## src/assert_macros.svh

```systemverilog
// Assertion helpers included by vector_direction_length_3d.
`ifndef ASSERT_MACROS_SVH
`define ASSERT_MACROS_SVH

// Check a property on every rising clock, quiet while reset is high.
`define VDL_ASSERT(lbl, clk, rst, prop, msg) \
   lbl: assert property (@(posedge clk) disable iff (rst) prop) else $error(msg);

// Check a property on every rising clock, reset included.
`define VDL_ASSERT_ALWAYS(lbl, clk, prop, msg) \
   lbl: assert property (@(posedge clk) prop) else $error(msg);

`endif

```

## src/vdl_pkg.sv

```systemverilog
// ----------------------------------------------------------------------------
// vdl_pkg
// Types and widths shared by the vector direction and length pipeline.
// ----------------------------------------------------------------------------
`timescale 1ns / 1ps
`default_nettype none

package vdl_pkg;

   localparam int COORD_BITS     = 16;
   localparam int DIFF_BITS      = COORD_BITS + 1;
   localparam int MAG_BITS       = COORD_BITS;
   localparam int SQ_BITS        = 2 * MAG_BITS;
   localparam int SUM_BITS       = SQ_BITS + 2;
   localparam int EXTRA_FRAC     = 8;
   localparam int RAD_BITS       = SUM_BITS + 2 * EXTRA_FRAC;
   localparam int LEN_BITS       = RAD_BITS / 2;
   localparam int REM_BITS       = LEN_BITS + 1;
   localparam int UNIT_FRAC_BITS = 14;
   localparam int QUO_BITS       = UNIT_FRAC_BITS + 1;
   localparam int UNIT_BITS      = UNIT_FRAC_BITS + 2;
   localparam int SQRT_CELLS     = LEN_BITS;
   localparam int DIV_CELLS      = QUO_BITS;
   localparam int AXES           = 3;

   typedef struct packed {
      logic signed [COORD_BITS-1:0] from_x;
      logic signed [COORD_BITS-1:0] from_y;
      logic signed [COORD_BITS-1:0] from_z;
      logic signed [COORD_BITS-1:0] to_x;
      logic signed [COORD_BITS-1:0] to_y;
      logic signed [COORD_BITS-1:0] to_z;
   } req_type;

   typedef struct packed {
      logic        [LEN_BITS-1:0]  length;
      logic signed [UNIT_BITS-1:0] unit_x;
      logic signed [UNIT_BITS-1:0] unit_y;
      logic signed [UNIT_BITS-1:0] unit_z;
      logic                        zero_vector;
   } rsp_type;

   // One step of the square root: radicand bits still to come, remainder, root so far.
   typedef struct packed {
      logic [RAD_BITS-1:0] rad;
      logic [REM_BITS-1:0] rem;
      logic [LEN_BITS-1:0] root;
   } sqrt_state_type;

   // One step of the divider: remainder, divisor, quotient so far.
   typedef struct packed {
      logic [LEN_BITS-1:0] rem;
      logic [LEN_BITS-1:0] len;
      logic [QUO_BITS-1:0] quo;
   } div_state_type;

endpackage

`default_nettype wire

```

## src/vdl_div_cell.sv

```systemverilog
// ----------------------------------------------------------------------------
// vdl_div_cell
// One quotient bit of a restoring divider; registers the step for its neighbor.
// ----------------------------------------------------------------------------
`timescale 1ns / 1ps
`default_nettype none

module vdl_div_cell (
   input  wire                          clock,
   input  wire                          en,
   input  wire  [vdl_pkg::LEN_BITS:0]   part_in,
   input  wire  [vdl_pkg::LEN_BITS-1:0] len_in,
   input  wire  [vdl_pkg::QUO_BITS-1:0] quo_in,
   output vdl_pkg::div_state_type       state_out
);

   logic                    take;
   vdl_pkg::div_state_type  state_in_w;
   vdl_pkg::div_state_type  state_ff;

   // Subtract the divisor where it fits
   always_comb begin
      take = (part_in >= {1'b0, len_in});
      if (take) begin
         state_in_w.rem = vdl_pkg::LEN_BITS'(part_in - {1'b0, len_in});
      end else begin
         state_in_w.rem = vdl_pkg::LEN_BITS'(part_in);
      end
      state_in_w.len = len_in;
      state_in_w.quo = {quo_in[vdl_pkg::QUO_BITS-2:0], take};
   end

   // Advance the step
   always_ff @(posedge clock) begin
      if (en) begin
         state_ff <= state_in_w;
      end
   end

   assign state_out = state_ff;

endmodule

`default_nettype wire

```

## config.mk

```make
export PLATFORM = sky130hd
export DESIGN_NAME = vdl_div_cell
export DESIGN_NICKNAME = d
export VERILOG_FILES = /design/src/assert_macros.svh /design/src/vdl_pkg.sv /design/src/vdl_div_cell.sv
export SDC_FILE = /design/constraint.sdc
export NUM_CORES = 1
export LEC_CHECK = 0
export BUFFER_PORTS_ARGS = -buffer_cell sky130_fd_sc_hd__buf_2
export CAP_MARGIN = 20
export CORE_MARGIN = 4
export CORE_UTILIZATION = 45
export DETAILED_ROUTE_END_ITERATION = 8
export GPL_ROUTABILITY_DRIVEN = 0
export PLACE_DENSITY = 0.75
export SYNTH_ARGS = -nofsm -noshare
export SYNTH_HDL_FRONTEND = slang
export SYNTH_SLANG_ARGS = --single-unit
```

## constraint.sdc

```tcl
create_clock -name clock -period 3.8 [get_ports clock]
set_input_delay 1.14 -clock clock [delete_from_list [all_inputs] [get_ports clock]]
set_output_delay 1.14 -clock clock [all_outputs]
set_load 0.03 [all_outputs]
```

After elaboration in Yosys (flattened, before gate mapping)
Cells that the tools add are included. W data, S select, Z words.

Logic and storage cells: 6. Output and inout bits: 65. Input bits: 68. Flip-flop bits (word level): 65.

Mux-type cells: 1. Magnitude comparators: 1. Add/subtract/negate cells: 1.

Operators with widths (count): $ge A26 B25 Y1 (1); $mux W25 (1); $sub A25 B25 Y25 (1).

Logic depth before layout (Yosys ltp)
Gate-level depths: netlist (run 1).

Depth in word-level cells: 2. Depth in mapped cells: 14. Mapped depth without buffers: 12.

Worst setup path before layout (run 1)
OpenSTA, ideal clock, no wires.

Kind: input to register. Start: in part_in[0] in the netlist's numbering. End: reg state_ff, in the netlist state_out[46], data pin. Library setup time: 0.260 ns. Arrival: 3.700 ns. Required time: 3.540 ns. Buffers on the path: 2. Stages: 14. Path slack: -0.160 ns. Cells stage by stage: inv_1 -> ha_1 -> inv_1 -> fa_1 -> a21o_1 -> a311o_1 -> nor2b_4 -> a2111o_1 -> and3_1 -> buf_6 -> nor2_8 -> inv_4 -> buf_8 -> mux2_4.

RTL lines: start: declaration (RTL line vdl_div_cell.sv:11) `input wire [vdl_pkg::LEN_BITS:0] part_in,`; end signal: assignment (RTL line vdl_div_cell.sv:36) `state_ff <= state_in_w;`; end: declaration (RTL line vdl_div_cell.sv:19) `vdl_pkg::div_state_type state_ff;`.

==> results of run 1 <==
==> layout make-up <==
class | count | area share (%)
inverter | 31 | 2.644
sequential | 65 | 39.27
clock buffer | 9 | 2.492
timing repair buffer | 158 | 17.52
multi-input combinational | 209 | 33.03
clock inverter | 7 | 2.392
tap | 105 | 2.644
==> through the flow <==
| step | setup WS (ns) | cell area (µm²) | cells |
|---|---|---|---|
| floorplan | -0.08923 | 3790 | 315 |
| global placement | -0.2103 | 4727 | 568 |
| detailed placement | -0.2355 | 4727 | 568 |
| CTS | 0.1155 | 4970 | 584 |
| global route | 0.03330 | 4970 | 584 |
| finish | 0.1118 | 4970 | 584 |
==> per-layer routing <==
metal | track usage, % | vias up | part of all wire [%]
li1 | - | 1488 | -
met1 | 22.42 | 1392 | 42
met2 | 30.53 | 120 | 49
met3 | 5.680 | 5 | 8.5
met4 | 4.727 | 0 | 0.75
met5 | 0 | - | 0
==> how the worst max path moves through the flow <==
stage / start / to / slack (ns) / cells after the start
finish: part_in[0] / state_out[49] / 0.11 / 13
detailed placement: part_in[0] / state_out[46] / -0.24 / 13
global placement: part_in[0] / state_out[50] / -0.21 / 13
floorplan: part_in[0] / state_out[46] / -0.09 / 14
global route: part_in[0] / state_out[51] / 0.03 / 13
CTS: part_in[0] / state_out[51] / 0.12 / 13
==> power groups by stage <==
stage / Sequential [W] / Combinational, W / Clock (W)
floorplan: 0.00109 / 0.000289 / 0
global placement: 0.000918 / 0.000658 / 0
detailed placement: 0.000920 / 0.000673 / 0
CTS: 0.000905 / 0.000677 / 0.000728
global route: 0.000911 / 0.000726 / 0.000765
finish: 0.000904 / 0.000673 / 0.000714
==> synthesized netlist by cell type, drive strengths merged (5+ instances only) <==
library cell  count
nand2            14
nand4             5
nor2             13
xnor2            19
edfxtp           65
o21ai            10
clkbuf            6
a211oi            5
ha               25
nor3             13
inv              31
a21oi            27
a21o              7
mux2             17
==> cells by family (layout without fill, tap and decap cells) <==
kind of cell    count (synthesis)  count (layout)  share of synthesized area [%]
flops                          65              65                          51.88
xor+xnor                       22              22                          5.122
compound gates                 75              75                          12.97
simple gates                   68              68                          9.744
mux                            18              18                          6.551
fa+ha+maj                      26              26                          8.846
buf+inv                        41             205                          4.888
==> flow_summary_export.csv, run 1 <==
group,metric,value,unit
clocking,cts_resized,0,
worst_hold_path,min-delay-start,"quo_in[3]",
worst_setup_path,crit_family,"compound AO/OA/AOI/OAI gates",
worst_setup_path,worstPathCellList,"buf_2, inv_12, ha_4, inv_2, fa_2, a21o_1, a311o_1, nor2b_4, a2111o_1, and3_1, nor2_8, inv_4, mux2_4",
layout,layout-drive-gt1-share,41.96,%
timing,finalSetupViolations,0,
layout,area_growth,32.09,%
logic_synthesis,mappedNetlistNets,409,
drt,ant_nets,0,
pwr,swShare,30.35,%
logic_synthesis,yosys.cell_types.count,52,
timing,max_slew.worst_pin.slew,0.7498,ns
logic_synthesis,synth_ff_type,"edfxtp_1",
worst_hold_path,holdPathEnd,"state_out[4]",
clocking,cts.htree.levels,3,
placed_design,dp.final_hpwl,6872,µm
floorplan,core_area,8175,µm²
timing,hold_violations,0,
clocking,cts_made_buffers,9,
layout,final_cell_mix,"buf_2, edfxtp_1, inv_1",
timing,max_freq,0.2711,GHz
logic_synthesis,synth_top_cell_by_area,"edfxtp_1",
layout,multi_input_area,1642,µm²
worst_setup_path,worstPathRequired,3.89,ns
logic_synthesis,postSynthCellCount,315,
logic_synthesis,synth_seq_cells,65,
worst_hold_path,whs_path_depth,1,
worst_hold_path,hold_path.class,"in2reg",
clocking,post-cts-setup-buffer-count,0,
layout,n_antenna_cell,0,
floorplan,chipWidth,99.44,µm
clocking,cts-root-buf,"clkbuf_8",
global_route,first_global_vias,2953,
timing,final.period_utilization,97.06,%
timing,drv_slew,0,
drt,wl,8936,µm
floorplan,start_util,46.02,%
timing,maxSlewHeadroom,50.01,%
global_route,grt_use_total,18.05,%
logic_synthesis,synth_seq_area_share,51.88,%
logic_synthesis,async_flop_share,0,%
pwr,p_per_area,461.0,nW/µm²
logic_synthesis,synth_edf_count,65,
logic_synthesis,syn_area,3762,µm²
layout,nets,568,
layout,utilization,60.79,%
clocking,cts_hold_buf,0,
floorplan,io_pins,133,
worst_setup_path,critPathSlowestCell,"a2111o_1",
clocking,tritoncts,"yes",
floorplan,die_h,99.44,µm
global_route,grt_pass1_wl,14270,µm
timing,fin_hold_ws,0.9695,ns
drt,vias,3005,
global_route,grt.overflow.total,0,
logic_synthesis,ys_top_cells_by_area,"edfxtp_1, ha_1, mux2_4, xnor2_1, a21oi_1",
worst_setup_path,crit_fanout,23,
pwr,seqPwrFrac,39.5,%
pwr,power.internal,0.001596,W
layout,seq_area,1952,µm²
job,max_cap_violations,0,
worst_setup_path,cp_data_arrival_time,3.78,ns
logic_synthesis,avgSynthCellArea,11.94,µm²
layout,layout_commonest_cell,"buf_2",
timing,fin_tns_setup,0,ns
clocking,cts.sinks,65,
drt,via_per_inst,5.146,
layout,largest_reg_flops,65,
status,status,"completed",
drt,drt_iter0_drc,169,
drt,drcViolationCount,0,
floorplan,die_area,9887,µm²
worst_setup_path,max_stage_delay,0.42,ns
timing,rsz0062_at_grt,"no",
timing,layout_min_cycle_time,3.688,ns
placed_design,io_buffers,131,
logic_synthesis,ys_warn_count,0,
layout,n_fill_cell,677,
worst_setup_path,worstSetupEndpointType,"flop",
clocking,cts.clk_slew.worst_paths,0.08,ns
pwr,p_clk_share,31.2,%
worst_setup_path,critical_path_class,"in2reg",
worst_setup_path,cp_num_buf_inv,4,
global_route,grt_max_degree,35,
logic_synthesis,synth_top_area_share,51.88,%
worst_setup_path,start_kind,"primary input",
pwr,p_sw,0.0006952,W
global_route,antenna_found_initial,0,
pwr,ir_drop,252.3,µV
pwr,leakagePower,2.272,nW
pwr,p_total,0.002291,W
clocking,cts.path.max_buffers,2,
pwr,combPwrFrac,29.4,%
drt,firstDrtPassIters,4,
floorplan,rows,33,
drt,routedWlPerCell,15.30,µm
(Power assumes the default switching activity.)
==> run 2: changes to the inputs <==
ABC_AREA = 1   (was unset)
CORE_UTILIZATION = 47   (was 45)
PLACE_DENSITY = 0.76   (was 0.75)
==> run 2 against run 1 <==
Compared with the run above:
- critical path depth is 2 lower
- utilization is 2.2 points lower
- largest power group unchanged
- synthesized cell count up 84%
==> flow_summary_export.csv, run 2 <==
group,metric,value,unit
status,status,"completed",
timing,max_slew.worst_pin.slew,0.6868,ns
drt,wl,11080,µm
worst_setup_path,cp_data_arrival_time,2.99,ns
timing,final.period_utilization,75.78,%
worst_hold_path,hold_path.class,"in2reg",
layout,n_fill_cell,833,
logic_synthesis,ys_top_cells_by_area,"edfxtp_1, nand2_1, inv_1, ha_1, nand4_1",
logic_synthesis,postSynthCellCount,581,
worst_setup_path,crit_fanout,26,
placed_design,io_buffers,131,
drt,firstDrtPassIters,6,
timing,max_freq,0.3472,GHz
worst_setup_path,crit_end,"state_out[61]",
layout,utilization,58.64,%
pwr,p_per_area,395.6,nW/µm²
timing,fin_hold_ws,0.9573,ns
logic_synthesis,yosys.cell_types.count,26,
layout,seq_area,1952,µm²
clocking,cts_made_buffers,9,
global_route,grt.overflow.total,0,
clocking,cts.htree.levels,3,
pwr,ir_drop,173.0,µV
logic_synthesis,synth_top_cell_by_area,"edfxtp_1",
drt,via_per_inst,5.001,
clocking,tritoncts,"yes",
timing,hold_violations,0,
drt,routedWlPerCell,13.27,µm
global_route,grt_max_degree,41,
layout,layout-drive-gt1-share,22.10,%
global_route,grt_use_total,20.50,%
placed_design,dpl_cell_area,5197,µm²
layout,multi_input_area,1954,µm²
logic_synthesis,synth.top_cells.by_count,"nand2_1, inv_1, edfxtp_1",
timing,finalSetupViolations,0,
logic_synthesis,synth_seq_cells,65,
clocking,cts_resized,0,
floorplan,die_h,104.9,µm
clocking,cts_hold_buf,0,
layout,final_cells,835,
worst_setup_path,worstPathRequired,3.91,ns
layout,n_antenna_cell,0,
timing,drv_slew,0,
drt,drcViolationCount,0,
logic_synthesis,synth_ff_type,"edfxtp_1",
global_route,first_global_vias,4111,
timing,maxSlewHeadroom,54.21,%
clocking,cts.path.max_buffers,2,
timing,rsz0062_at_grt,"no",
timing,layout_min_cycle_time,2.880,ns
drt,ant_nets,0,
clocking,cts-root-buf,"clkbuf_8",
pwr,swShare,35.14,%
pwr,combPwrFrac,30.5,%
clocking,post-cts-setup-buffer-count,0,
worst_setup_path,cp-startpoint,"part_in[0]",
logic_synthesis,yosysMostFrequentCell,"nand2_1",
pwr,seqPwrFrac,42.2,%
logic_synthesis,synth_top_area_share,44.26,%
pwr,p_clk_share,27.3,%
floorplan,chipWidth,104.9,µm
floorplan,rows,35,
placed_design,dp.final_hpwl,8450,µm
logic_synthesis,syn_area,4410,µm²
global_route,grt_pass1_wl,18480,µm
floorplan,die_area,11000,µm²
job,max_cap_violations,0,
floorplan,io_pins,133,
pwr,power.internal,0.001383,W
layout,nets,813,
drt,vias,4176,
logic_synthesis,ys_warn_count,0,
layout,final_cell_mix,"nand2_1, buf_2, inv_1",
clocking,cts.clk_slew.worst_paths,0.08,ns
logic_synthesis,avgSynthCellArea,7.591,µm²
logic_synthesis,synth_edf_count,65,
floorplan,start_util,47.96,%
clocking,cts.sinks,65,
layout,largest_reg_flops,65,
timing,fin_tns_setup,0,ns
layout,area_growth,22.27,%
global_route,antenna_found_initial,0,
placed_design,dp_cells,819,
logic_synthesis,synth_seq_area_share,44.26,%
worst_setup_path,worstSetupEndpointType,"flop",
pwr,leakagePower,2.992,nW
pwr,p_sw,0.0007497,W
floorplan,core_area,9196,µm²
layout,fin_area,5393,µm²
logic_synthesis,async_flop_share,0,%
drt,drt_iter0_drc,285,
layout,layout_commonest_cell,"nand2_1",
worst_setup_path,critical_path_class,"in2reg",
worst_setup_path,start_kind,"primary input",
logic_synthesis,mappedNetlistNets,675,
## run 2: changes by cell type in the layout (fill, tap and decap cells not counted), moves of 16 or more
cell,before,now
a21oi_1,27,10
buf_4,26,3
inv_1,28,119
nand2_1,14,240
nand3_1,4,20
nand4_1,5,33
nor2_1,12,31
xnor2_1,19,0
## run 2: cell type report
type	instances	area share, %
flip-flops and latches	65	36.19
clock buffers	9	2.297
well taps	111	2.575
clock inverters	7	1.323
inverters	121	8.422
multi-input cells	387	36.24
repair buffers	135	12.95
## run 2: critical path, stage by stage
cell	delay (ns)
buf_2	0.11
inv_1	0.05
ha_1	0.16
inv_1	0.07
fa_1	0.42
nand3_1	0.11
nand3_1	0.23
nand3_4	0.14
nand3_4	0.28
nand2_1	0.20
nand2_1	0.07
## run 2: cell families (layout without fill, tap and decap cells)
| logic type | after synthesis | count (layout) | synth area share, % |
|---|---|---|---|
| AO/OA/AOI/OAI | 12 | 12 | 1.674 |
| XOR/XNOR | 12 | 12 | 2.383 |
| adder cells (fa/ha/maj) | 26 | 26 | 7.546 |
| buffers and inverters | 129 | 272 | 11.43 |
| flip-flops | 65 | 65 | 44.26 |
| AND/OR/NAND/NOR | 337 | 337 | 32.71 |
## run 2: per-stage QoR
| stage | worst slack [ns] | total power (W) |
|---|---|---|
| detailed placement | 0.5462 | 0.001561 |
| floorplan | 1.003 | 0.001368 |
| global placement | 0.6254 | 0.001547 |
| global route | 0.7906 | 0.002258 |
| finish | 0.9202 | 0.002133 |
| CTS | 0.9265 | 0.002149 |
## run 2: metal layers
metal	track usage (%)	share of wire, %	wire [µm]
met5	0	0	0
met1	24.47	43	4728
met4	8.622	2.6	288
met2	35.24	47	5242
met3	4.941	7.4	823
## run 2: power groups by stage
| stage | clock network, W | registers (W) | logic (W) |
|---|---|---|---|
| finish | 0.000583 | 0.000899 | 0.000651 |
| global route | 0.000634 | 0.000905 | 0.000719 |
| CTS | 0.000600 | 0.000900 | 0.000649 |
| detailed placement | 0 | 0.000915 | 0.000646 |
| global placement | 0 | 0.000915 | 0.000632 |
| floorplan | 0 | 0.00108 | 0.000291 |
## run 2: how the worst min path moves through the flow
stage / startpoint / end / slack (ns) / cells after the start
6_report: quo_in[9] / state_out[10] / 0.96 / 1
5_1_grt: quo_in[3] / state_out[4] / 0.94 / 1
4_1_cts: quo_in[3] / state_out[4] / 0.94 / 1
3_5_place_dp: quo_in[13] / state_out[14] / 1.32 / 1
3_3_place_gp: quo_in[4] / state_out[5] / 1.32 / 1
2_1_floorplan: quo_in[9] / state_out[10] / 1.24 / 0
==> run 3: changes to the inputs <==
ABC_AREA = 0   (was 1)
CORE_UTILIZATION = 50   (was 47)
PLACE_DENSITY = 0.79   (was 0.76)
clock period = 2.85 ns   (was 3.8 ns; I/O delays follow)
==> run 3 against run 2 <==
Compared with the run above:
- the run now ends with setup timing left
- largest power group unchanged
- global-route usage grew 4.7 points
- utilization increased by 19 points
- cell count decreased by 22%
- critical endpoint is now state_out[41]
- cell area grew 4.6%
- largest cell class is now sequential cells
==> flow_summary_export.csv, run 3 (same netlist as run 1, synthesis figures left out) <==
group,metric,value,unit
status,status,"finished, violations left",
status,violations,"setup timing",
layout,largest_reg_flops,65,
clocking,cts.clk_slew.worst_paths,0.07,ns
pwr,p_total,0.003234,W
layout,layout_commonest_cell,"buf_2",
timing,hold_violations,0,
timing,maxSlewHeadroom,61.64,%
timing,drv_slew,0,
floorplan,die_area,8977,µm²
timing,fin_ws,-0.4543,ns
floorplan,die_h,94.75,µm
job,max_cap_violations,0,
drt,routedWlPerCell,17.15,µm
layout,multi_input_area,1734,µm²
drt,vias,3523,
drt,via_per_inst,5.420,
global_route,grt.overflow.total,0,
drt,wl,11150,µm
timing,max_freq,0.3026,GHz
global_route,grt_pass1_wl,17220,µm
worst_hold_path,holdPathEnd,"state_out[5]",
drt,drcViolationCount,0,
worst_setup_path,cp-startpoint,"part_in[0]",
worst_setup_path,start_kind,"primary input",
drt,drt_iter0_drc,203,
timing,fin_hold_ws,0.6814,ns
layout,n_fill_cell,459,
worst_setup_path,worstPathRequired,2.94,ns
timing,rsz0062_at_grt,"yes",
layout,layout-drive-gt1-share,52.81,%
layout,nets,641,
worst_hold_path,hold_path.class,"in2reg",
pwr,ir_drop,342.1,µV
clocking,cts_hold_buf,0,
clocking,tritoncts,"yes",
global_route,first_global_vias,3667,
pwr,p_per_area,573.1,nW/µm²
worst_setup_path,critical_path_class,"in2reg",
worst_setup_path,crit_fanout,2,
layout,final_cell_mix,"buf_2, buf_4, edfxtp_1",
placed_design,io_buffers,131,
timing,finalSetupViolations,26,
worst_setup_path,worstSetupEndpointType,"flop",
floorplan,io_pins,133,
placed_design,dpl_cell_area,5273,µm²
layout,fin_area,5643,µm²
timing,layout_min_cycle_time,3.304,ns
global_route,grt_use_total,25.18,%
floorplan,rows,31,
worst_setup_path,cp_data_arrival_time,3.40,ns
floorplan,start_util,51.60,%
worst_hold_path,min-delay-start,"quo_in[4]",
timing,final.period_utilization,115.9,%
placed_design,place_ws,-0.9222,ns
clocking,cts-root-buf,"clkbuf_8",
global_route,grt_max_degree,27,
timing,max_slew.worst_pin.slew,0.5693,ns
clocking,cts.sinks,65,
global_route,antenna_found_initial,0,
drt,ant_nets,0,
layout,seq_area,1952,µm²
layout,area_growth,49.98,%
drt,firstDrtPassIters,5,
pwr,leakagePower,2.655,nW
layout,n_antenna_cell,0,
floorplan,chipWidth,94.75,µm
placed_design,dp.final_hpwl,8065,µm
clocking,cts.htree.levels,3,
clocking,cts.path.max_buffers,2,
floorplan,core_area,7292,µm²
clocking,cts_made_buffers,9,
worst_hold_path,whs_path_depth,1,
[run 3: cell types whose count changed in the layout (fill, tap and decap cells not counted), moves of 10 or more]
cell     previous run  this run
inv_1             119        28
nand2_1           240        13
xnor2_1             0        19
buf_4               3        96
nand3_1            20         4
nand4_1            33         5
mux2_4              0        13
nor2_1             31        12
a21oi_1            10        20
[run 3: per-layer routing]
layer / GRT usage (%) / part of all wire, %
met5: 0 / 0
met1: 27.72 / 38
met3: 6.773 / 8.2
met2: 44.69 / 49
met4: 12.14 / 4.2
[run 3: what timing repair did]
action                                  in CTS  in global routing
cloned                                       0                  0
endpoints found under the setup margin      26                 26
setup buffers                                3                  1
pin swaps                                    5                  0
resized for setup                           25                  1
hold endpoints to repair                     0                  0
[run 3: power breakdown]
part | internal, W | switching, W
logic | 0.000483 | 0.000607
registers | 0.00118 | 0.0000250
clock network | 0.000573 | 0.000364
total | 0.00224 | 0.000995
[run 3: how the worst max path moves through the flow]
stage / endpoint / slack [ns] / depth (start not counted)
finish: state_out[41] / -0.45 / 13
global placement: state_out[52] / -0.85 / 13
detailed placement: state_out[61] / -0.92 / 13
global route: state_out[58] / -0.48 / 13
floorplan: state_out[46] / -0.75 / 14
CTS: state_out[41] / -0.36 / 13
[run 3: layout make-up]
type                            instances  area share [%]
Sequential cell                        65           34.59
Clock inverter                          6           1.907
Multi-Input combinational cell        209           30.73
Timing Repair Buffer                  231           25.88
Tap cell                               99           2.195
Inverter                               31           2.506
Clock buffer                            9           2.195
[run 3: per-stage QoR]
stage / TNS [ns] / util, % / std cells
finish: -9.566 / 77.39 / 650
global route: -10.43 / 77.39 / 650
CTS: -7.095 / 77.25 / 649
detailed placement: -21.84 / 72.31 / 631
global placement: -20.12 / 72.31 / 631
floorplan: -15.80 / - / 315
[run 3: critical path: stages]
cell and delay [ns]:
buf_12 0.11, inv_12 0.04, ha_4 0.13, inv_2 0.04, fa_2 0.34, a21o_1 0.18
a311o_1 0.37, nor2b_4 0.14, a2111o_1 0.41, and3_4 0.20, nor2_8 0.14, buf_6 0.12
mux2_4 0.30
