File: src/assert_macros.svh
// Assertion helpers included by vector_direction_length_3d.
`ifndef ASSERT_MACROS_SVH
`define ASSERT_MACROS_SVH

// Check a property on every rising clock, quiet while reset is high.
`define VDL_ASSERT(lbl, clk, rst, prop, msg) \
   lbl: assert property (@(posedge clk) disable iff (rst) prop) else $error(msg);

// Check a property on every rising clock, reset included.
`define VDL_ASSERT_ALWAYS(lbl, clk, prop, msg) \
   lbl: assert property (@(posedge clk) prop) else $error(msg);

`endif

File: src/vdl_pkg.sv
// ----------------------------------------------------------------------------
// vdl_pkg
// Types and widths shared by the vector direction and length pipeline.
// ----------------------------------------------------------------------------
`timescale 1ns / 1ps
`default_nettype none

package vdl_pkg;

   localparam int COORD_BITS     = 16;
   localparam int DIFF_BITS      = COORD_BITS + 1;
   localparam int MAG_BITS       = COORD_BITS;
   localparam int SQ_BITS        = 2 * MAG_BITS;
   localparam int SUM_BITS       = SQ_BITS + 2;
   localparam int EXTRA_FRAC     = 8;
   localparam int RAD_BITS       = SUM_BITS + 2 * EXTRA_FRAC;
   localparam int LEN_BITS       = RAD_BITS / 2;
   localparam int REM_BITS       = LEN_BITS + 1;
   localparam int UNIT_FRAC_BITS = 14;
   localparam int QUO_BITS       = UNIT_FRAC_BITS + 1;
   localparam int UNIT_BITS      = UNIT_FRAC_BITS + 2;
   localparam int SQRT_CELLS     = LEN_BITS;
   localparam int DIV_CELLS      = QUO_BITS;
   localparam int AXES           = 3;

   typedef struct packed {
      logic signed [COORD_BITS-1:0] from_x;
      logic signed [COORD_BITS-1:0] from_y;
      logic signed [COORD_BITS-1:0] from_z;
      logic signed [COORD_BITS-1:0] to_x;
      logic signed [COORD_BITS-1:0] to_y;
      logic signed [COORD_BITS-1:0] to_z;
   } req_type;

   typedef struct packed {
      logic        [LEN_BITS-1:0]  length;
      logic signed [UNIT_BITS-1:0] unit_x;
      logic signed [UNIT_BITS-1:0] unit_y;
      logic signed [UNIT_BITS-1:0] unit_z;
      logic                        zero_vector;
   } rsp_type;

   // One step of the square root: radicand bits still to come, remainder, root so far.
   typedef struct packed {
      logic [RAD_BITS-1:0] rad;
      logic [REM_BITS-1:0] rem;
      logic [LEN_BITS-1:0] root;
   } sqrt_state_type;

   // One step of the divider: remainder, divisor, quotient so far.
   typedef struct packed {
      logic [LEN_BITS-1:0] rem;
      logic [LEN_BITS-1:0] len;
      logic [QUO_BITS-1:0] quo;
   } div_state_type;

endpackage

`default_nettype wire

File: src/vdl_sqrt_cell.sv
// ----------------------------------------------------------------------------
// vdl_sqrt_cell
// One digit of a restoring square root; registers the step for its neighbor.
// ----------------------------------------------------------------------------
`timescale 1ns / 1ps
`default_nettype none

module vdl_sqrt_cell (
   input  wire                   clock,
   input  wire                   en,
   input  vdl_pkg::sqrt_state_type state_in,
   output vdl_pkg::sqrt_state_type state_out
);

   logic [vdl_pkg::REM_BITS+1:0] cur;
   logic [vdl_pkg::REM_BITS+1:0] trial;
   logic                         take;
   vdl_pkg::sqrt_state_type      state_in_w;
   vdl_pkg::sqrt_state_type      state_ff;

   // Bring down two radicand bits and try the next root bit
   always_comb begin
      cur   = {state_in.rem, state_in.rad[vdl_pkg::RAD_BITS-1 -: 2]};
      trial = {1'b0, state_in.root, 2'b01};
      take  = (cur >= trial);
      state_in_w.rad  = {state_in.rad[vdl_pkg::RAD_BITS-3:0], 2'b00};
      if (take) begin
         state_in_w.rem = vdl_pkg::REM_BITS'(cur - trial);
      end else begin
         state_in_w.rem = vdl_pkg::REM_BITS'(cur);
      end
      state_in_w.root = {state_in.root[vdl_pkg::LEN_BITS-2:0], take};
   end

   // Advance the step
   always_ff @(posedge clock) begin
      if (en) begin
         state_ff <= state_in_w;
      end
   end

   assign state_out = state_ff;

endmodule

`default_nettype wire

File: config.mk
export PLATFORM = sky130hd
export DESIGN_NAME = vdl_sqrt_cell
export DESIGN_NICKNAME = d
export VERILOG_FILES = /design/src/assert_macros.svh /design/src/vdl_pkg.sv /design/src/vdl_sqrt_cell.sv
export SDC_FILE = /design/constraint.sdc
export NUM_CORES = 1
export LEC_CHECK = 0
export BUFFER_PORTS_ARGS = -buffer_cell sky130_fd_sc_hd__clkbuf_2
export CAP_MARGIN = 40
export CORE_MARGIN = 1.5
export CORE_UTILIZATION = 43
export CTS_CLUSTER_SIZE = 10
export DETAILED_ROUTE_END_ITERATION = 7
export PLACE_DENSITY = 0.74
export SKIP_CTS_REPAIR_TIMING = 1
export SYNTH_ARGS = -nofsm -noshare
export SYNTH_HDL_FRONTEND = slang
export SYNTH_SLANG_ARGS = --single-unit
File: constraint.sdc
create_clock -name clock -period 3.2 [get_ports clock]
set_input_delay 0.48 -clock clock [delete_from_list [all_inputs] [get_ports clock]]
set_output_delay 0.48 -clock clock [all_outputs]
set_load 0.005 [all_outputs]
* Yosys cells after proc, flatten, opt, wreduce, memory -nomap -nowiden
Cells that the tools add are included.
** Storage, ports and cells
- Word-level logic and storage cells :: 6
- Bits of input ports :: 103
- Flip-flop bits (word level) :: 99
- Output and inout port bits :: 101
** Operators by class
- $lt $le $gt $ge :: 1
- $add $sub $neg :: 1
- Multiplexer cells :: 1
** Operators with widths (count)
- >= comparator 28 x 27 -> 1 bit :: 1
- 2-to-1 mux 26 bit :: 1
- subtractor 26 bit :: 1

* Longest topological paths before layout
Gate-level depths: netlist of run 1.
- Word-level depth :: 2
- Mapped depth :: 12
- Depth with buffers taken out :: 11

* Worst setup path after synthesis of run 1
No wires, ideal clock.
- Kind :: input port to flip-flop
- Start :: input state_in[0] (netlist bit)
- End :: register state_ff, in the netlist state_out[44], data pin
- Path slack :: 24 ps
- Buffers on the path :: 1
- Required time :: 2940 ps
- Data arrival time :: 2916 ps
- Setup time :: 260 ps
- Stages on the path :: 12
- Cells stage by stage :: inv_1 -> ha_1 -> nor2b_1 -> o21ai_0 -> nand2b_1 -> a21oi_2 -> o21ai_1 -> a211oi_2 -> a21oi_1 -> a41oi_4 -> buf_4 -> mux2_2
** RTL lines
- start: declaration :: RTL line vdl_sqrt_cell.sv:11 : input vdl_pkg::sqrt_state_type state_in,
- end signal: assignment :: RTL line vdl_sqrt_cell.sv:38 : state_ff <= state_in_w;
- end: declaration :: RTL line vdl_sqrt_cell.sv:19 : vdl_pkg::sqrt_state_type state_ff;

==> reports/qor.yml, run 1 <==
yosys:
  ys_types: 53
  syn_area_um2: 4760
  synth.yosys.warnings: 0
  synth_seq_cells: 99
  synthCells: 341
  post_synth.cell_area_avg_um2: 14.0
  yosysSeqAreaShare_pct: 62.4
worst_setup_path:
  path_delay_family: "compound AO/OA/AOI/OAI gates"
  worst-endpoint-arrival_ns: 3.08
  worstPathCellList: "clkbuf_2 -> inv_1 -> ha_1 -> o211ai_1 -> o211a_1 -> o221ai_2 -> buf_4 -> a41oi_1 -> nand2b_1 -> a21oi_1 -> a2111oi_0 -> a2111oi_0 -> mux2_2"
  worstSetupPathType: "in2reg"
  crit_slowest_cell: "a2111oi_0"
  max_stage_delay_ns: 0.46
  cp_common_cell: "a2111oi_0"
  endpoint_kind: "register"
  worst-path-buf-inv: 3
  cp_data_required_time_ns: 3.33
  cp.depth: 13
  crit_path_start_kind: "input port"
  cp_max_fo: 5
place:
  globalplace.congestion: 0.815
  dp_hpwl_mm: 9.40
  io_buffers: 201
  dp_slack_ns: -0.144
  placed_area_um2: 6110
  dp.cells: 699
clock_tree:
  cts_root_buf: "clkbuf_8"
  cts_tree: "done"
  clockBufferDepth: 2
  cts_buffers: 9
  htree_levels: 3
  cts_sinks: 99
  clkTransAtPathRegs_ns: 0.09
timing:
  finalSetupViolations: 0
  period_share_pct: 92.2
  clock.fmax_mhz: 339
  worstMarginPinSlew_ns: 0.501
  slew_headroom_pct: 65.7
  hold_viol: 0
  fin_tns_setup_ns: 0
  rsz0062_at_grt: "no"
  layout_setup_ws_ns: 0.249
  min_period_ns: 2.95
  slew_viol_final: 0
finish:
  n_antenna_cell: 0
  stdcell_count: 715
  largest_register_ffs: 99
  fin_area_um2: 6290
  nNetsFinal: 700
  final_common_cell: "clkbuf_2"
  seq_area_um2: 2970
  multiInputGateArea_um2: 1620
  final_cell_mix: "clkbuf_2 (200), edfxtp_1 (99), inv_1 (33)"
  syn_to_final_growth_pct: 32.1
  num-fill-cells: 909
  drive_above_1_share_pct: 47.5
routing:
  ant_nets: 0
  drt_pre_antenna_iters: 4
  vias: 3566
  via_per_inst: 4.99
  drc: 0
  drt_wl_total_mm: 11.8
  wire_per_inst_um: 16.5
  drtIter0Drc: 145
global_routing:
  grt_first_pass_wirelength_mm: 17.5
  antenna_found_initial: 0
  grt-ovfl-total: 0
  grt_max_degree: 100
  grt_pass1_vias: 3493
  grt_usage_pct: 20.1
floorplanning:
  dieArea_um2: 11700
  die_h_um: 108
  core_area_um2: 10800
  start_util_pct: 43.9
  num_rows: 38
  io_pins: 204
  dieWidth_um: 108
min_path:
  holdPathStages: 1
  hold_start: "state_in[85]"
  hp-class: "in2reg"
  hold_end: "state_out[87]"
flow_run:
  cap_violations: 0
power:
  p_leak_nw: 2.85
  ir_worst_vdd_mv: 0.328
  p_per_area_nw_per_um2: 484
outcome:
  status: "finished, final reports clean"
==> metrics by stage <==
step                utilization, %  hold WS [ns]  power (mW)
finish                        58.0         0.281        3.04
global route                  58.0         0.249        3.20
global placement              56.4         0.657        2.31
floorplan                        -         0.579        1.99
CTS                           58.0         0.254        3.08
detailed placement            56.4         0.659        2.34
==> metal layers <==
metal	up-vias	global-route usage [%]	part of all wire, %
met5	-	0	0
met4	0	7.14	1.9
met3	16	7.53	9.3
met2	147	34.9	50
met1	1661	22.6	39
li1	1742	-	-
==> synthesized netlist by cell type, drive strengths merged <==
cell type,instances,area share (%)
edfxtp,99,62
inv,33,2.6
ha,27,7.1
a21oi,23,2.5
mux2,23,5.4
nor2,16,1.3
nand2,13,1.0
xnor2,13,2.4
o21ai,11,1.2
a21o,8,1.3
buf,6,0.89
nor3,6,0.74
xor2,6,1.1
a2111oi,5,1.1
nand3,4,0.42
nor2b,4,0.53
a211o,3,0.55
a211oi,3,0.58
a31oi,3,0.53
mux2i,3,0.63
nand2b,3,0.39
o211ai,3,0.58
o21a,3,0.47
a41oi,2,0.76
and4,2,0.39
nand4,2,0.26
nor3b,2,0.32
a2111o,1,0.24
a311oi,1,0.18
a31o,1,0.18
and2,1,0.13
and3,1,0.13
clkbuf,1,0.079
conb,1,0.079
nand4b,1,0.18
o2111ai,1,0.18
o211a,1,0.21
o221ai,1,0.32
o22ai,1,0.13
o2bb2ai,1,0.18
or4,1,0.16
or4b,1,0.21
==> where the power goes <==
part / switching [mW] / leakage, nW / internal (mW)
logic: 0.337 / 1.79 / 0.344
registers: 0.0390 / 0.969 / 1.58
clock network: 0.447 / 0.0888 / 0.293
total: 0.823 / 2.85 / 2.22
==> final cells by class <==
cell class,instances,share of cell area (%)
clock buffer,10,2.03
clock inverter,6,0.796
inverter,33,1.97
multi-input combinational,203,25.8
sequential,99,47.3
tap,140,2.78
timing repair buffer,224,19.4
==> how the worst max path moves through the flow <==
| stage | startpoint | to |
|---|---|---|
| floorplan | state_in[0] | state_out[44] |
| global placement | state_in[0] | state_out[44] |
| detailed placement | state_in[0] | state_out[44] |
| CTS | state_in[0] | state_out[44] |
| global route | state_in[0] | state_out[44] |
| finish | state_in[0] | state_out[44] |
==> kinds of logic (layout without fill, tap and decap cells) <==
kind of cell,after synthesis,count (layout),share of synthesized area (%)
DFF,99,99,62.4
and+or+nand+nor,57,57,6.15
xor gates and xnor gates,19,19,3.50
AOI/OAI and AO/OA,72,72,11.1
other,1,2,0.0788
buffers and inverters,40,273,3.57
muxes,26,26,6.07
adders and majority gates,27,27,7.10
(Power assumes the default switching activity.)
==> inputs of run 2 (changes only) <==
--- a/config.mk
+++ b/config.mk
@@ -8,10 +8,10 @@
 export BUFFER_PORTS_ARGS = -buffer_cell sky130_fd_sc_hd__clkbuf_2
 export CAP_MARGIN = 40
 export CORE_MARGIN = 1.5
-export CORE_UTILIZATION = 43
+export CORE_UTILIZATION = 48
 export CTS_CLUSTER_SIZE = 10
 export DETAILED_ROUTE_END_ITERATION = 7
-export PLACE_DENSITY = 0.74
+export PLACE_DENSITY = 0.78
 export SKIP_CTS_REPAIR_TIMING = 1
 export SYNTH_ARGS = -nofsm -noshare
 export SYNTH_HDL_FRONTEND = slang
==> constraint.sdc (replaced) <==
create_clock -name clock -period 3 [get_ports clock]
set_input_delay 0.45 -clock clock [delete_from_list [all_inputs] [get_ports clock]]
set_output_delay 0.45 -clock clock [all_outputs]
set_load 0.005 [all_outputs]
==> reports/qor.yml, run 2 (synthesized netlist as in run 1, its figures left out) <==
global_routing:
  grt_first_pass_wirelength_mm: 17.1  # was 17.5 mm
  grt_pass1_vias: 3479  # was 3493
  grt_usage_pct: 21.6  # was 20.1%
  grt_max_degree: 63  # was 100
  grt-ovfl-total: 0  # unchanged
  antenna_found_initial: 0  # unchanged
timing:
  clock.fmax_mhz: 346
  hold_viol: 0  # unchanged
  min_period_ns: 2.89
  worstMarginPinSlew_ns: 0.512  # was 0.501 ns
  slew_headroom_pct: 65.9  # was 65.7%
  period_share_pct: 96.4
  finalSetupViolations: 0  # unchanged
  slew_viol_final: 0  # unchanged
  layout_setup_ws_ns: 0.107  # was 0.249 ns
finish:
  nNetsFinal: 725  # was 700
  largest_register_ffs: 99  # unchanged
  n_antenna_cell: 0  # unchanged
  drive_above_1_share_pct: 49.9  # was 47.5%
  syn_to_final_growth_pct: 36.6  # was 32.1%
  fin_util_pct: 67.2  # was 58.0%
  final_cell_mix: "clkbuf_2 (200), edfxtp_1 (99), buf_4 (45)"  # was clkbuf_2 (200), edfxtp_1 (99), inv_1 (33)
  final_common_cell: "clkbuf_2"  # unchanged
power:
  combPwrFrac_pct: 23.3  # was 22.4%
  switchingPower_mw: 0.880  # was 0.823 mW
  p_per_area_nw_per_um2: 517  # was 484 nW/µm²
  power_mw: 3.36  # was 3.04 mW
  switching_share_pct: 26.2  # was 27.1%
  internal_power_mw: 2.48  # was 2.22 mW
  power_frac_clock_pct: 25.4  # was 24.3%
  p_leak_nw: 2.99  # was 2.85 nW
  seqPwrFrac_pct: 51.3  # was 53.3%
  ir_worst_vdd_mv: 0.213  # was 0.328 mV
clock_tree:
  cts_buffers: 9  # unchanged
  clkTransAtPathRegs_ns: 0.10  # was 0.09 ns
  cts_root_buf: "clkbuf_8"  # unchanged
  htree_levels: 3  # unchanged
  clockBufferDepth: 2  # unchanged
  cts_sinks: 99  # unchanged
  cts_tree: "done"  # unchanged
routing:
  ant_nets: 0  # unchanged
  vias: 3673  # was 3566
  drc: 0  # unchanged
  via_per_inst: 5.02  # was 4.99
  drt_pre_antenna_iters: 4  # unchanged
  wire_per_inst_um: 16.2  # was 16.5 µm
  drt_wl_total_mm: 11.9  # was 11.8 mm
  drtIter0Drc: 153  # was 145
worst_setup_path:
  cp_common_cell: "buf_4"  # was a2111oi_0
  cp_max_fo: 8  # was 5
  max_stage_delay_ns: 0.37  # was 0.46 ns
  cp.depth: 13  # unchanged
  endpoint_kind: "register"  # unchanged
  path_delay_family: "compound AO/OA/AOI/OAI gates"  # unchanged
  crit_path_start_kind: "input port"  # unchanged
  cp_data_required_time_ns: 3.11  # was 3.33 ns
  crit_slowest_cell: "a211oi_1"  # was a2111oi_0
  worstPathCellList: "clkbuf_2 -> inv_1 -> ha_1 -> buf_4 -> and4_1 -> and2_1 -> a211oi_1 -> o2bb2ai_1 -> a21oi_2 -> a41oi_4 -> buf_4 -> buf_12 -> mux2_2"  # was clkbuf_2 -> inv_1 -> ha_1 -> o211ai_1 -> o211a_1 -> o221ai_2 -> buf_4 -> a41oi_1 -> nand2b_1 -> a21oi_1 -> a2111oi_0 -> a2111oi_0 -> mux2_2
  worstSetupPathType: "in2reg"  # unchanged
  worst-path-buf-inv: 5  # was 3
  worst-endpoint-arrival_ns: 3.01  # was 3.08 ns
floorplanning:
  num_rows: 36  # was 38
  die_h_um: 103  # was 108 µm
  start_util_pct: 49.2  # was 43.9%
  core_area_um2: 9680  # was 10800 µm²
  dieWidth_um: 103  # was 108 µm
  io_pins: 204  # unchanged
  dieArea_um2: 10500  # was 11700 µm²
min_path:
  hold_end: "state_out[65]"  # was state_out[87]
  holdPathStages: 1  # unchanged
  hold_start: "state_in[63]"  # was state_in[85]
  hp-class: "in2reg"  # unchanged
place:
  globalplace.congestion: 0.830  # was 0.815
  io_buffers: 201  # unchanged
  dp_hpwl_mm: 9.18  # was 9.40 mm
  dp_slack_ns: -0.215  # was -0.144 ns
flow_run:
  cap_violations: 0  # unchanged
outcome:
  status: "finished, final reports clean"  # unchanged
[run 2: area by class of cell]
| type | instances | area [µm²] |
|---|---|---|
| clock buffer | 10 | 128 |
| clock inverter | 5 | 60.1 |
| fill | 721 | 3180 |
| inverter | 33 | 124 |
| multi-input combinational | 203 | 1630 |
| sequential | 99 | 2970 |
| tap | 133 | 166 |
| timing repair buffer | 249 | 1420 |
[run 2: per-stage QoR]
step / setup TNS (ns) / std cells / instance area [µm²] / hold slack (ns)
2_1_floorplan: 0 / 342 / 4780 / 0.549
3_3_place_gp: -2.82 / 712 / 6260 / 0.628
3_5_place_dp: -4.31 / 712 / 6260 / 0.629
4_1_cts: 0 / 727 / 6440 / 0.240
5_1_grt: -0.0895 / 732 / 6500 / 0.239
6_report: 0 / 732 / 6500 / 0.257
[run 2: layer usage]
metal  wire (µm)  vias up  part of all wire, %  track usage (%)
met2        6000      141                   51             38.0
met5           0        -                    0                0
met3        1050       10                  8.8             6.85
li1            -     1787                    -                -
met1        4680     1735                   39             25.3
met4         142        0                  1.2             6.74
[run 2: worst max path at each step]
stage	startpoint	end
2_1_floorplan	state_in[7]	state_out[50]
3_3_place_gp	state_in[0]	state_out[46]
3_5_place_dp	state_in[0]	state_out[50]
4_1_cts	state_in[0]	state_out[40]
5_1_grt	state_in[17]	state_out[33]
6_report	state_in[12]	state_out[40]
[run 2: power by group through the flow]
| stage | registers, mW | clock network [mW] | logic (mW) |
|---|---|---|---|
| floorplan | 1.78 | 0 | 0.348 |
| global placement | 1.75 | 0 | 0.741 |
| CTS | 1.73 | 0.869 | 0.769 |
| detailed placement | 1.76 | 0 | 0.762 |
| global route | 1.74 | 0.913 | 0.862 |
| finish | 1.72 | 0.853 | 0.784 |
==> inputs of run 3 (changes only) <==
--- a/config.mk
+++ b/config.mk
@@ -5,13 +5,15 @@
 export SDC_FILE = /design/constraint.sdc
 export NUM_CORES = 1
 export LEC_CHECK = 0
+export ABC_AREA = 1
 export BUFFER_PORTS_ARGS = -buffer_cell sky130_fd_sc_hd__clkbuf_2
 export CAP_MARGIN = 40
 export CORE_MARGIN = 1.5
-export CORE_UTILIZATION = 48
+export CORE_UTILIZATION = 50
 export CTS_CLUSTER_SIZE = 10
 export DETAILED_ROUTE_END_ITERATION = 7
-export PLACE_DENSITY = 0.78
+export GPL_ROUTABILITY_DRIVEN = 0
+export PLACE_DENSITY = 0.79
 export SKIP_CTS_REPAIR_TIMING = 1
 export SYNTH_ARGS = -nofsm -noshare
 export SYNTH_HDL_FRONTEND = slang
==> reports/qor.yml, run 3 <==
routing:
  drc: 0  # unchanged
  ant_nets: 0  # unchanged
  drt_wl_total_mm: 14.2  # was 11.9 mm
  drt_pre_antenna_iters: 5  # was 4
  wire_per_inst_um: 14.9  # was 16.2 µm
  drtIter0Drc: 493  # was 153
  via_per_inst: 5.08  # was 5.02
  vias: 4855  # was 3673
power:
  ir_worst_vdd_mv: 0.237  # was 0.213 mV
  p_per_area_nw_per_um2: 480  # was 517 nW/µm²
  power_mw: 3.25  # was 3.36 mW
  p_leak_nw: 3.60  # was 2.99 nW
timing:
  clock.fmax_mhz: 492  # was 346 MHz
  hold_viol: 0  # unchanged
  holdWs_ns: 0.242  # was 0.257 ns
  rsz0062_at_grt: "no"
  finalSetupViolations: 0  # unchanged
  period_share_pct: 67.7  # was 96.4%
  fin_tns_setup_ns: 0  # unchanged
  slew_viol_final: 0  # unchanged
  min_period_ns: 2.03  # was 2.89 ns
yosys:
  synth_seq_cells: 99  # unchanged
  yosysSeqAreaShare_pct: 55.0  # was 62.4%
  synth-main-ff-cell: "edfxtp_1"  # unchanged
  syn_area_um2: 5410  # was 4760 µm²
  synth_edf_count: 99  # unchanged
  synth_area_leaders: "edfxtp_1 (55%), nand2_1 (14%), inv_1 (8.8%)"  # was edfxtp_1 (62%), ha_1 (7.1%), mux2_2 (5.4%)
  yosysTopAreaCell: "edfxtp_1"  # unchanged
  netlist.area_leader.share_pct: 55.0  # was 62.4%
  ys_types: 27  # was 53
  synthCells: 605  # was 341
  synth_common_cells: "nand2_1 (206), inv_1 (127), edfxtp_1 (99)"  # was edfxtp_1 (99), inv_1 (33), ha_1 (27)
  synth.yosys.warnings: 0  # unchanged
  post_synth.cell_area_avg_um2: 8.94  # was 14.0 µm²
  synth.most_common_cell: "nand2_1"  # was edfxtp_1
  async_flop_share_pct: 0  # unchanged
min_path:
  hp-class: "in2reg"  # unchanged
floorplanning:
  num_rows: 37  # was 36
  core_area_um2: 10400  # was 9680 µm²
  dieWidth_um: 107  # was 103 µm
  die_h_um: 107  # was 103 µm
  start_util_pct: 51.9  # was 49.2%
  dieArea_um2: 11400  # was 10500 µm²
  io_pins: 204  # unchanged
clock_tree:
  clockBufferDepth: 2  # unchanged
  htree_levels: 3  # unchanged
  cts_root_buf: "clkbuf_8"  # unchanged
  clkTransAtPathRegs_ns: 0.10  # about the same
  cts_sinks: 99  # unchanged
  cts_tree: "done"  # unchanged
  cts_buffers: 9  # unchanged
worst_setup_path:
  worst-endpoint-arrival_ns: 2.15  # was 3.01 ns
  crit_path_start_kind: "input port"  # unchanged
  cp_data_required_time_ns: 3.12  # was 3.11 ns
  cp_max_fo: 35  # was 8
  cp-startpoint: "state_in[15]"  # was state_in[12]
  endpoint_kind: "register"  # unchanged
  cp-endpoint: "state_out[27]"  # was state_out[40]
  worstSetupPathType: "in2reg"  # unchanged
global_routing:
  grt-ovfl-total: 0  # unchanged
  antenna_found_initial: 0  # unchanged
  grt_max_degree: 51  # was 63
  grt_first_pass_wirelength_mm: 22.4  # was 17.1 mm
  grt_usage_pct: 25.4  # was 21.6%
  grt_pass1_vias: 4738  # was 3479
finish:
  final_cell_mix: "nand2_1 (206), clkbuf_2 (200), inv_1 (127)"  # was clkbuf_2 (200), edfxtp_1 (99), buf_4 (45)
  largest_register_ffs: 99  # unchanged
  drive_above_1_share_pct: 28.3  # was 49.9%
  nNetsFinal: 944  # was 725
  n_antenna_cell: 0  # unchanged
  final_common_cell: "nand2_1"  # was clkbuf_2
  syn_to_final_growth_pct: 25.2  # was 36.6%
flow_run:
  cap_violations: 0  # unchanged
outcome:
  status: "finished, final reports clean"  # unchanged
place:
  dp_hpwl_mm: 11.2  # was 9.18 mm
  io_buffers: 201  # unchanged
-- run 3: changes by cell type after synthesis, sizes merged, moves of 8 or more --
cell | previous run | this run
inv | 33 | 127
nor2 | 16 | 31
a21oi | 23 | 15
nand3 | 4 | 30
nand2 | 13 | 208
a21o | 8 | 0
xnor2 | 13 | 1
nand4 | 2 | 20
mux2 | 23 | 0
-- run 3: where the power goes --
| group | internal, mW | total [mW] | switching [mW] |
|---|---|---|---|
| sequential | 1.68 | 1.72 | 0.0370 |
| clock | 0.309 | 0.803 | 0.494 |
| combinational | 0.294 | 0.730 | 0.436 |
| total | 2.29 | 3.25 | 0.967 |
-- run 3: layout make-up --
class                      instances  area (µm²)
clock buffer                      10         128
clock inverter                     6        47.5
fill                             869        3640
inverter                         127         477
multi-input combinational        370        1900
sequential                        99        2970
tap                              136         170
timing repair buffer             207        1080
-- run 3: cell families after synthesis --
family / Yosys count / synth area share (%)
simple gates: 297 / 23.4
xor+xnor: 13 / 2.11
flops: 99 / 55.0
other cells: 1 / 0.0693
compound gates: 31 / 3.22
buf+inv: 137 / 10.0
fa+ha+maj: 27 / 6.25
-- run 3: routing by layer --
layer  vias to the layer above  GRT usage (%)  share of wire (%)
met1                      2206           30.6                 39
li1                       2347              -                  -
met3                        42           6.14                 10
met2                       260           44.1                 48
met4                         0           9.81                2.6
met5                         -              0                  0
-- run 3: how the worst min path moves through the flow --
stage	from	depth (start not counted)	end	slack [ns]
final	state_in[73]	1	state_out[75]	0.24
after global routing	state_in[96]	1	state_out[98]	0.23
after CTS	state_in[73]	1	state_out[75]	0.23
after detailed placement	state_in[79]	1	state_out[81]	0.63
after global placement	state_in[67]	1	state_out[69]	0.63
after floorplan	state_in[98]	0	state_out[100]	0.55
-- run 3: worst max-delay path, stage by stage --
cell      delay, ns
clkbuf_2       0.10
inv_1          0.04
ha_1           0.35
nand2_1        0.14
nor2_1         0.25
nand2_1        0.12
inv_1          0.11
nand3_2        0.11
nand3_2        0.16
buf_12         0.20
o21ai_0        0.12
-- run 3: per-stage QoR --
| stage | instances | utilization [%] | setup WS, ns | cell area [µm²] |
|---|---|---|---|---|
| after floorplan | 606 | - | 0.882 | 5410 |
| after global placement | 939 | 63.3 | 0.673 | 6600 |
| after detailed placement | 939 | 63.3 | 0.624 | 6600 |
| after CTS | 955 | 65.0 | 1.01 | 6770 |
| after global routing | 955 | 65.0 | 0.788 | 6770 |
| final | 955 | 65.0 | 0.969 | 6770 |
